<file path="config.mk">
export PLATFORM = sky130hd
export DESIGN_NAME = cfq_ctrl
export DESIGN_NICKNAME = d
export VERILOG_FILES = /design/src/hdl/circular_fifo_queue_unit_macros.svh /design/src/hdl/cfq_pkg.sv /design/src/hdl/cfq_ctrl.sv
export SDC_FILE = /design/constraint.sdc
export NUM_CORES = 1
export LEC_CHECK = 0
export ABC_CLOCK_PERIOD_IN_PS = 1400
export BUFFER_PORTS_ARGS = -buffer_cell sky130_fd_sc_hd__buf_2
export CAP_MARGIN = 10
export CORE_AREA = 4 4 41 43
export CTS_CLUSTER_DIAMETER = 30
export DETAILED_ROUTE_END_ITERATION = 10
export DIE_AREA = 0 0 45 47
export PLACE_DENSITY_LB_ADDON = 0.1
export SLEW_MARGIN = 15
export SYNTH_ARGS = -nofsm -noshare
export SYNTH_HDL_FRONTEND = slang
export SYNTH_SLANG_ARGS = --single-unit
</file>
<file path="constraint.sdc">
create_clock -name clock -period 1.4 [get_ports clock]
set_clock_uncertainty 0.05 [all_clocks]
set_input_delay 0.07 -clock clock [delete_from_list [all_inputs] [get_ports clock]]
set_output_delay 0.07 -clock clock [all_outputs]
set_load 0.1 [all_outputs]
</file>
<file path="src/hdl/circular_fifo_queue_unit_macros.svh">
// Assertion macros for the circular FIFO queue unit.
// Included by the top level; no other dependencies.
`ifndef CIRCULAR_FIFO_QUEUE_UNIT_MACROS_SVH
`define CIRCULAR_FIFO_QUEUE_UNIT_MACROS_SVH

// Same-cycle implication, disabled during reset
`define CFQ_ASSERT_SAME(lbl, clk, rst, ante, cons, msg) \
   lbl: assert property (@(posedge clk) disable iff (rst) (ante) |-> (cons)) else $error(msg);

// Next-cycle implication, disabled during reset
`define CFQ_ASSERT_NEXT(lbl, clk, rst, ante, cons, msg) \
   lbl: assert property (@(posedge clk) disable iff (rst) (ante) |=> (cons)) else $error(msg);

`endif

</file>
<file path="src/hdl/cfq_pkg.sv">
// Shared constants, codes, control structs and index helpers for the
// circular FIFO queue unit. No dependencies.
package cfq_pkg;

   // storage geometry
   localparam int DEPTH    = 16;
   localparam int DATA_W   = 32;
   localparam int PTR_W    = (DEPTH > 1) ? $clog2(DEPTH) : 1;
   localparam int CNT_W    = $clog2(DEPTH + 1);
   localparam int SUM_W    = CNT_W + 1;

   // field widths
   localparam int OP_W     = 2;
   localparam int CAP_W    = 5;
   localparam int STATUS_W = 2;
   localparam int KIND_W   = 3;

   localparam logic [CAP_W-1:0] CAP_RESET = 5'd16;

   // request codes
   localparam logic [OP_W-1:0] OP_INSERT = 2'd0;
   localparam logic [OP_W-1:0] OP_REMOVE = 2'd1;
   localparam logic [OP_W-1:0] OP_SHOW   = 2'd2;

   // status codes
   localparam logic [STATUS_W-1:0] ST_OK    = 2'd0;
   localparam logic [STATUS_W-1:0] ST_FULL  = 2'd1;
   localparam logic [STATUS_W-1:0] ST_EMPTY = 2'd2;

   // result kinds
   localparam logic [KIND_W-1:0] K_ACK     = 3'd0;
   localparam logic [KIND_W-1:0] K_REMOVED = 3'd1;
   localparam logic [KIND_W-1:0] K_FRONT   = 3'd2;
   localparam logic [KIND_W-1:0] K_ITEM    = 3'd3;
   localparam logic [KIND_W-1:0] K_REAR    = 3'd4;

   // controller -> datapath commands
   typedef struct packed {
      logic                req_ready;
      logic                ram_wr;
      logic                push;
      logic                rd_head;
      logic                rd_ptr;
      logic                pop;
      logic                start_walk;
      logic                step_walk;
      logic                load_rsp;
      logic [STATUS_W-1:0] rsp_status;
      logic [KIND_W-1:0]   rsp_kind;
      logic                rsp_last;
   } cfq_cmd_type;

   // datapath -> controller status
   typedef struct packed {
      logic            req_valid;
      logic [OP_W-1:0] op;
      logic            full;
      logic            empty;
      logic            out_free;
      logic            walk_last;
   } cfq_sts_type;

   // clamp a written capacity into 1..DEPTH
   function automatic logic [CNT_W-1:0] eff_cap_f(input logic [CAP_W-1:0] c);
      logic [31:0] c32;
      c32 = 32'(c);
      if (c32 == 32'd0) c32 = 32'd1;
      if (c32 > 32'(DEPTH)) c32 = 32'(DEPTH);
      return CNT_W'(c32);
   endfunction

   // reduce a sum below twice the capacity into a slot index
   function automatic logic [PTR_W-1:0] wrap_f(input logic [SUM_W-1:0] s,
                                                input logic [CNT_W-1:0] c);
      logic [SUM_W-1:0] r;
      r = (s >= SUM_W'(c)) ? s - SUM_W'(c) : s;
      return r[PTR_W-1:0];
   endfunction

endpackage

</file>
<file path="src/hdl/cfq_ctrl.sv">
// Sequencing state machine of the circular FIFO queue unit.
// Depends on cfq_pkg; drives commands into cfq_datapath.
module cfq_ctrl import cfq_pkg::*; (
   input  logic        clock,
   input  logic        reset,
   input  cfq_sts_type sts,
   output cfq_cmd_type cmd
);

   localparam logic [2:0] S_IDLE     = 3'd0;
   localparam logic [2:0] S_EXEC     = 3'd1;
   localparam logic [2:0] S_POP      = 3'd2;
   localparam logic [2:0] S_WALK_RD  = 3'd3;
   localparam logic [2:0] S_WALK_OUT = 3'd4;
   localparam logic [2:0] S_REAR     = 3'd5;

   logic [2:0] state_ff, state_in;

   always_ff @(posedge clock) begin
      if (reset) state_ff <= S_IDLE;
      else       state_ff <= state_in;
   end

   // next state and command decode
   always_comb begin
      state_in = state_ff;
      cmd      = '0;
      case (state_ff)
         S_IDLE: begin
            cmd.req_ready = 1'b1;
            if (sts.req_valid) state_in = S_EXEC;
         end
         S_EXEC: begin
            case (sts.op)
               OP_INSERT: begin
                  if (sts.out_free) begin
                     cmd.load_rsp   = 1'b1;
                     cmd.rsp_status = sts.full ? ST_FULL : ST_OK;
                     cmd.rsp_kind   = K_ACK;
                     cmd.rsp_last   = 1'b1;
                     cmd.ram_wr     = !sts.full;
                     cmd.push       = !sts.full;
                     state_in       = S_IDLE;
                  end
               end
               OP_REMOVE, OP_SHOW: begin
                  if (sts.empty) begin
                     if (sts.out_free) begin
                        cmd.load_rsp   = 1'b1;
                        cmd.rsp_status = ST_EMPTY;
                        cmd.rsp_kind   = K_ACK;
                        cmd.rsp_last   = 1'b1;
                        state_in       = S_IDLE;
                     end
                  end else if (sts.op == OP_REMOVE) begin
                     cmd.rd_head = 1'b1;
                     state_in    = S_POP;
                  end else if (sts.out_free) begin
                     // front index beat, then walk the held entries
                     cmd.load_rsp   = 1'b1;
                     cmd.rsp_status = ST_OK;
                     cmd.rsp_kind   = K_FRONT;
                     cmd.start_walk = 1'b1;
                     state_in       = S_WALK_RD;
                  end
               end
               default: state_in = S_IDLE;  // unused op: no result
            endcase
         end
         S_POP: begin
            if (sts.out_free) begin
               cmd.load_rsp   = 1'b1;
               cmd.rsp_status = ST_OK;
               cmd.rsp_kind   = K_REMOVED;
               cmd.rsp_last   = 1'b1;
               cmd.pop        = 1'b1;
               state_in       = S_IDLE;
            end
         end
         S_WALK_RD: begin
            cmd.rd_ptr = 1'b1;
            state_in   = S_WALK_OUT;
         end
         S_WALK_OUT: begin
            if (sts.out_free) begin
               cmd.load_rsp   = 1'b1;
               cmd.rsp_status = ST_OK;
               cmd.rsp_kind   = K_ITEM;
               cmd.step_walk  = 1'b1;
               state_in       = sts.walk_last ? S_REAR : S_WALK_RD;
            end
         end
         S_REAR: begin
            if (sts.out_free) begin
               cmd.load_rsp   = 1'b1;
               cmd.rsp_status = ST_OK;
               cmd.rsp_kind   = K_REAR;
               cmd.rsp_last   = 1'b1;
               state_in       = S_IDLE;
            end
         end
         default: state_in = S_IDLE;
      endcase
   end

endmodule

</file>
==> results of run 1 <==
[routing by layer]
layer / vias up / global-route usage [%] / wire, µm
li1: 319 / - / -
met1: 332 / 20.8 / 752
met3: 12 / 4.60 / 106
met4: 0 / 7.02 / 104
met5: - / 0 / 0
met2: 33 / 38.7 / 1110
[cells in the mapped netlist]
master,count
a211oi_1,1
a21oi_1,6
a22oi_1,1
a31oi_1,1
and3b_1,1
and4_1,2
buf_2,3
buf_4,1
clkbuf_1,2
dfxtp_1,3
ha_1,3
inv_1,6
nand2_1,3
nand2b_1,2
nand2b_4,1
nor2_1,9
nor2_2,1
nor2b_1,1
nor3_1,5
nor3b_1,3
nor4_1,2
o21a_1,1
o21ai_0,1
o21bai_1,1
o2bb2ai_1,1
o31a_1,2
o32ai_1,1
or2_2,1
or3_1,1
or3b_1,1
[metrics by stage]
step                      util [%]  total power [mW]  hold WS, ns
after floorplan                  -             0.281       0.0850
after global placement        75.9             0.373        0.191
after detailed placement      75.9             0.379        0.200
after CTS                     86.7             0.565        0.198
after global routing          87.9             0.609        0.264
final                         87.9             0.580        0.229
[cell families after synthesis]
kind of cell,after synthesis
flip-flops,3
AO/OA/AOI/OAI,16
AND/OR/NAND/NOR,33
buffers and inverters,12
adder cells (fa/ha/maj),3
[worst max-delay path, delay by kind of cell (launching register included)]
family                 cells  cell delay [ns]
AO/OA/AOI/OAI              1             0.14
AND/OR/NAND/NOR            3             0.71
buffers and inverters      1             0.16
flip-flops                 1             0.31
[layout make-up]
class                   count  area, µm²  area share (%)
multi-input cells          52        500            43.8
repair buffers             43        509            44.5
well taps                  15       18.8            1.64
flip-flops and latches      3       63.8            5.58
clock buffers               4       26.3            2.30
inverters                   6       25.0            2.19
[cell usage in the layout, fill, tap and decap left out, types with 2 or more instances in the layout]
cell type  count
buf_4         17
buf_12        16
buf_2          8
nor2_4         6
inv_1          5
a21oi_1        5
nor3_4         4
nor2_1         3
ha_1           3
clkbuf_4       3
dfxtp_2        3
nand2_1        2
nand2b_1       2
and4_4         2
nor3b_1        2
[power by group through the flow]
stage               registers, mW  logic [mW]  clock network [mW]
floorplan                  0.0961       0.185                   0
global placement           0.0931       0.280                   0
detailed placement         0.0931       0.286                   0
CTS                        0.0918       0.313               0.160
global route               0.0928       0.343               0.173
finish                     0.0925       0.330               0.158
[timing repair]
item,CTS,global route
gates cloned,0,0
hold endpoints to repair,1,0
pin swaps,4,4
gates resized for setup,11,5
setup endpoints to repair,14,17
setup buffers,6,2
hold buffers,1,0
[path summary, 6_finish.rpt]
path / startpoint / endpoint / depth (start not counted)
setup reg to reg: state_ff[2]$_SDFFE_PP0P_ / state_ff[1]$_SDFFE_PP0P_ / 5
hold / removal: sts[1] / state_ff[2]$_SDFFE_PP0P_ / 4
hold reg to reg: state_ff[2]$_SDFFE_PP0P_ / state_ff[0]$_SDFFE_PP0P_ / 3
setup / recovery: state_ff[2]$_SDFFE_PP0P_ / cmd[2] / 5
==> qor.yml, run 1 <==
outcome: "finished with violations"
violations: "negative setup slack"
finalSetupTns_ns: -2.73
grt_pass1_vias: 690
switchingPower_mw: 0.249
worstPathCellList: "or3b_4, nand2b_4, nor2_4, o21a_4, buf_12"
dieWidth_um: 45
yosys.area_share.simple_pct: 42.7
syn_to_final_growth_pct: 155
drc: 0
grt-ovfl-total: 0
criticalPathCategory: "reg -> out"
stdcell_count: 123
fin_nets: 121
drt_iter0_drc: 11
synth_top_family_by_area: "simple AND/OR/NAND/NOR gates"
yosys.area.top_type: "dfxtp_1"
rows: 13
core_mm2: 0.00130
setup_slack_ns: -0.291
final_area_mm2: 0.00114
reg.largest.list: "state_ff x3"
synth_compound_area_share_pct: 23.7
pwr-share-comb_pct: 56.8
syn_area_um2: 448
numPortBuffers: 23
regMostFlops: "state_ff"
cts_tree: "done"
power.static_leakage_nw: 0.478
swShare_pct: 42.9
min_path_type: "in -> reg"
via_count: 696
period_share_pct: 121
worstSetupStartpointType: "register"
syn_nets: 79
rsz0062_at_grt: "true"
n_antenna_cell: 0
placed_cell_area_um2: 987
synth_top_area_share_pct: 13.4
synth_fa_ha_area_share_pct: 8.38
synth_seq_cells: 3
grt_max_degree: 14
setup_viol: 15
synth_xor_area_share_pct: 0
end_kind: "output pin"
finalHoldViolations: 0
seqPwrFrac_pct: 15.9
maxCapViolations: 0
placed_cells: 112
ys_types: 30
cts-root-buf: "clkbuf_4"
muxShareOfSynthArea_pct: 0
drive_gt1_share_pct: 68.5
clock_path_buffers: 2
period_needed_ns: 1.69
final-max-slew-violation-count: 0
yosys_warnings: 0
p_int_mw: 0.331
slowest_stage: "or3b_4"
synth.area.top_cells: "dfxtp_1, ha_1, nor2_1"
wl_per_cell_um: 16.8
initial_core_util_pct: 34.4
slew_headroom_pct: 79.3
tightest_slew_ns: 0.310
yosysSeqAreaShare_pct: 13.4
arrival_ns: 1.57
dr.pass1.iters: 4
p_clk_share_pct: 27.2
clock_latency_ns: 0.23
fillers: 61
synth_cells: 67
gp_congestion: 0.808
die-area_mm2: 0.00212
fmax_ghz: 0.591
via_per_inst: 5.66
grt_pass1_wl_um: 3080
max_stage_delay_ns: 0.44
cts_max_level: 1
ant_nets: 0
die_h_um: 47
powerDensity_mw_per_mm2: 507
syn_avg_cell_area_um2: 6.69
path_max_fanout: 6
finalWirelength_um: 2070
peakVddDrop_mv: 0.679
place_ws_ns: -0.132
clock_sinks: 3
clk_pin_slew_ns: 0.04
track_usage_pct: 20.0
place_hpwl_um: 1230
pin_count: 24
r2r_slack_ns: -0.14
cts_buffers: 3
largest_register_ffs: 3
required_ns: 1.28
antenna_found_initial: 0
Note: power is estimated with default switching activity, not from simulation.
==> inputs of run 2 (changes only) <==
--- a/config.mk
+++ b/config.mk
@@ -5,13 +5,14 @@
 export SDC_FILE = /design/constraint.sdc
 export NUM_CORES = 1
 export LEC_CHECK = 0
+export ABC_AREA = 1
 export ABC_CLOCK_PERIOD_IN_PS = 1400
 export BUFFER_PORTS_ARGS = -buffer_cell sky130_fd_sc_hd__buf_2
 export CAP_MARGIN = 10
-export CORE_AREA = 4 4 41 43
+export CORE_MARGIN = 4
+export CORE_UTILIZATION = 35
 export CTS_CLUSTER_DIAMETER = 30
 export DETAILED_ROUTE_END_ITERATION = 10
-export DIE_AREA = 0 0 45 47
 export PLACE_DENSITY_LB_ADDON = 0.1
 export SLEW_MARGIN = 15
 export SYNTH_ARGS = -nofsm -noshare
==> qor.yml, run 2 <==
outcome: "finished with violations"  # unchanged
violations: "negative setup slack"  # unchanged
min_path_cells: 6  # was 4
arrival_ns: 1.41  # was 1.57 ns
rows: 13  # unchanged
drive_gt1_share_pct: 61.8  # was 68.5%
cts_max_level: 1  # unchanged
syn_nets: 97  # was 79
setup_viol: 11  # was 15
worstPathCellList: "inv_4, nand3_4, nor2_4, inv_2, nor3_4, buf_12"  # was or3b_4, nand2b_4, nor2_4, o21a_4, buf_12
worst-r2r-cell-count: 10  # was 5
grt_pass1_wl_um: 2830  # was 3080 µm
synth.area.top_cells: "nand2_1, dfxtp_1, inv_1"  # was dfxtp_1, ha_1, nor2_1
peakVddDrop_mv: 0.516  # was 0.679 mV
largest_register_ffs: 3  # unchanged
place_hpwl_um: 1230  # about the same
regMostFlops: "state_ff"  # unchanged
antenna_found_initial: 0  # unchanged
reg.largest.list: "state_ff x3"  # unchanged
synth_edf_count: 0  # unchanged
synth_top_area_share_pct: 12.9  # was 13.4%
yosysSeqAreaShare_pct: 12.2  # was 13.4%
yosys.area.top_type: "nand2_1"  # was dfxtp_1
grt_pass1_vias: 644  # was 690
postSynth.asyncResetShare_pct: 0  # unchanged
crit_family: "simple AND/OR/NAND/NOR gates"  # unchanged
rsz0062_at_grt: "true"  # unchanged
track_usage_pct: 18.8  # was 20.0%
core_mm2: 0.00132  # was 0.00130 mm²
fmax_ghz: 0.654  # was 0.591 GHz
via_per_inst: 4.99  # was 5.66
period_needed_ns: 1.53  # was 1.69 ns
final_common_cell: "buf_12"  # was buf_4
drc: 0  # unchanged
clock_path_buffers: 2  # unchanged
powerDensity_mw_per_mm2: 508  # was 507 mW/mm²
clock_latency_ns: 0.24  # was 0.23 ns
min-delay-start: "sts[0]"  # was sts[1]
yosys_warnings: 0  # unchanged
syn_area_um2: 493  # was 448 µm²
final-max-slew-violation-count: 0  # unchanged
multi_input_area_um2: 492  # was 500 µm²
power.static_leakage_nw: 0.500  # was 0.478 nW
total_power_mw: 0.573  # was 0.580 mW
pwr-share-comb_pct: 55.6  # was 56.8%
die-area_mm2: 0.00207  # was 0.00212 mm²
seqCellArea_um2: 71.3  # was 63.8 µm²
gp_congestion: 0.809  # was 0.808
critPathBufInv: 3  # was 1
swShare_pct: 45.9  # was 42.9%
cts-root-buf: "clkbuf_4"  # unchanged
slowest_stage: "dfxtp_4"  # was or3b_4
clk_pin_slew_ns: 0.04  # about the same
maxCapViolations: 0  # unchanged
fin_nets: 136  # was 121
die_h_um: 45.5  # was 47 µm
r2r_slack_ns: 0.05  # was -0.14 ns
cts_buffers: 3  # unchanged
synth_cells: 85  # was 67
period_share_pct: 109  # was 121%
finalWirelength_um: 1700  # was 2070 µm
dieWidth_um: 45.5  # was 45 µm
hold_end: "state_ff[1]$_SDFFE_PP0P_"  # was state_ff[2]$_SDFFE_PP0P_
timing.rr.end: "state_ff[1]$_SDFFE_PP0P_"  # unchanged
pin_count: 24  # unchanged
critical_path.reg2reg.startpoint: "state_ff[1]$_SDFFE_PP0P_"  # was state_ff[2]$_SDFFE_PP0P_
wl_per_cell_um: 12.3  # was 16.8 µm
p_int_mw: 0.310  # was 0.331 mW
numPortBuffers: 23  # unchanged
ant_nets: 0  # unchanged
min_path_type: "in -> reg"  # unchanged
p_clk_share_pct: 27.7  # was 27.2%
syn_avg_cell_area_um2: 5.80  # was 6.69 µm²
slew_headroom_pct: 82.4  # was 79.3%
end_kind: "output pin"  # unchanged
final_cell_mix: "buf_12, nand2_1, buf_4, inv_1"  # was buf_4, buf_12, buf_2, nor2_4
yosysMostFrequentCell: "nand2_1"  # was nor2_1
drt_iter0_drc: 16  # was 11
setup_slack_ns: -0.130  # was -0.291 ns
fillers: 68  # was 61
path_max_fanout: 6  # unchanged
grt_max_degree: 10  # was 14
syn_to_final_growth_pct: 129  # was 155%
cts_tree: "done"  # unchanged
synth_seq_cells: 3  # unchanged
worstSetupStartpointType: "register"  # unchanged
initial_core_util_pct: 37.4  # was 34.4%
dr.pass1.iters: 4  # unchanged
tightest_slew_ns: 0.262  # was 0.310 ns
required_ns: 1.28  # about the same
n_antenna_cell: 0  # unchanged
criticalPathCategory: "reg -> out"  # unchanged
finalHoldViolations: 0  # unchanged
ys_types: 21  # was 30
via_count: 688  # was 696
clock_sinks: 3  # unchanged
synth-main-ff-cell: "dfxtp_1"  # unchanged
place_ws_ns: 0.0336  # was -0.132 ns
max_stage_delay_ns: 0.37  # was 0.44 ns
seqPwrFrac_pct: 16.7  # was 15.9%
grt-ovfl-total: 0  # unchanged
ys_top_cells_by_count: "nand2_1, inv_1, nand3_1, nor2_1, inv_2"  # was nor2_1, a21oi_1, inv_1, nor3_1
switchingPower_mw: 0.263  # was 0.249 mW
run 2: cell types whose count changed after synthesis, moves of 3 or more:
cell	delta
nand3_1	+9
inv_1	+8
a21oi_1	-5
nor3b_1	-3
nand2_1	+14
inv_2	+6
buf_2	-3
run 2: timing repair:
action                                  4_1_cts  5_1_grt
resized for setup                             9        3
endpoints found under the setup margin       13       15
hold buffers                                  1        0
setup buffers                                 6        1
hold endpoints to repair                      3        0
pin swaps                                     7        6
run 2: cell families after synthesis:
| group | synth area share (%) |
|---|---|
| AND/OR/NAND/NOR | 46.7 |
| buffers and inverters | 18.3 |
| adder cells (fa/ha/maj) | 7.62 |
| flip-flops | 12.2 |
| AO/OA/AOI/OAI | 15.2 |
run 2: stage by stage:
stage | hold slack, ns | area [µm²] | utilization [%] | TNS (ns) | instances
floorplan | 0.0794 | 633 | - | -2.67 | 85
global placement | 0.207 | 1000 | 76.1 | 0 | 126
detailed placement | 0.208 | 1000 | 76.1 | 0 | 126
CTS | 0.201 | 1110 | 84.5 | -0.896 | 137
global route | 0.243 | 1130 | 85.7 | -1.69 | 138
finish | 0.197 | 1130 | 85.7 | -1.01 | 138
run 2: power groups by stage:
stage               clock network (mW)  registers, mW  logic (mW)
floorplan                            0         0.0963       0.197
global placement                     0         0.0968       0.283
detailed placement                   0         0.0971       0.289
CTS                              0.156         0.0949       0.316
global route                     0.164         0.0968       0.340
finish                           0.159         0.0958       0.319
run 2: worst max-delay path by stage:
stage	start	to	slack, ns	cells after the start
after floorplan	state_ff[2]$_SDFFE_PP0P_	cmd[13]	-0.42	4
after global placement	state_ff[2]$_SDFFE_PP0P_	cmd[0]	0.06	6
after detailed placement	state_ff[1]$_SDFFE_PP0P_	cmd[6]	0.03	6
after CTS	state_ff[2]$_SDFFE_PP0P_	cmd[5]	-0.17	6
after global routing	state_ff[1]$_SDFFE_PP0P_	cmd[5]	-0.20	6
final	state_ff[1]$_SDFFE_PP0P_	cmd[5]	-0.13	6
run 2: final cells by class:
type | count | share of cell area (%)
multi-input combinational | 60 | 43.6
clock buffer | 4 | 2.33
sequential | 3 | 6.32
inverter | 20 | 7.10
timing repair buffer | 36 | 39.0
tap | 15 | 1.66
run 2: routing by layer:
metal	track usage (%)	wire [µm]	vias to the layer above
met3	3.16	92	6
met2	31.2	857	22
met5	0	0	-
li1	-	-	349
met1	23.3	692	311
met4	8.77	56	0
run 2: worst min-delay path: cells and delay by family:
family	cells	cell delay, ns
simple gates	3	0.14
compound gates	1	0.08
buf+inv	2	0.16
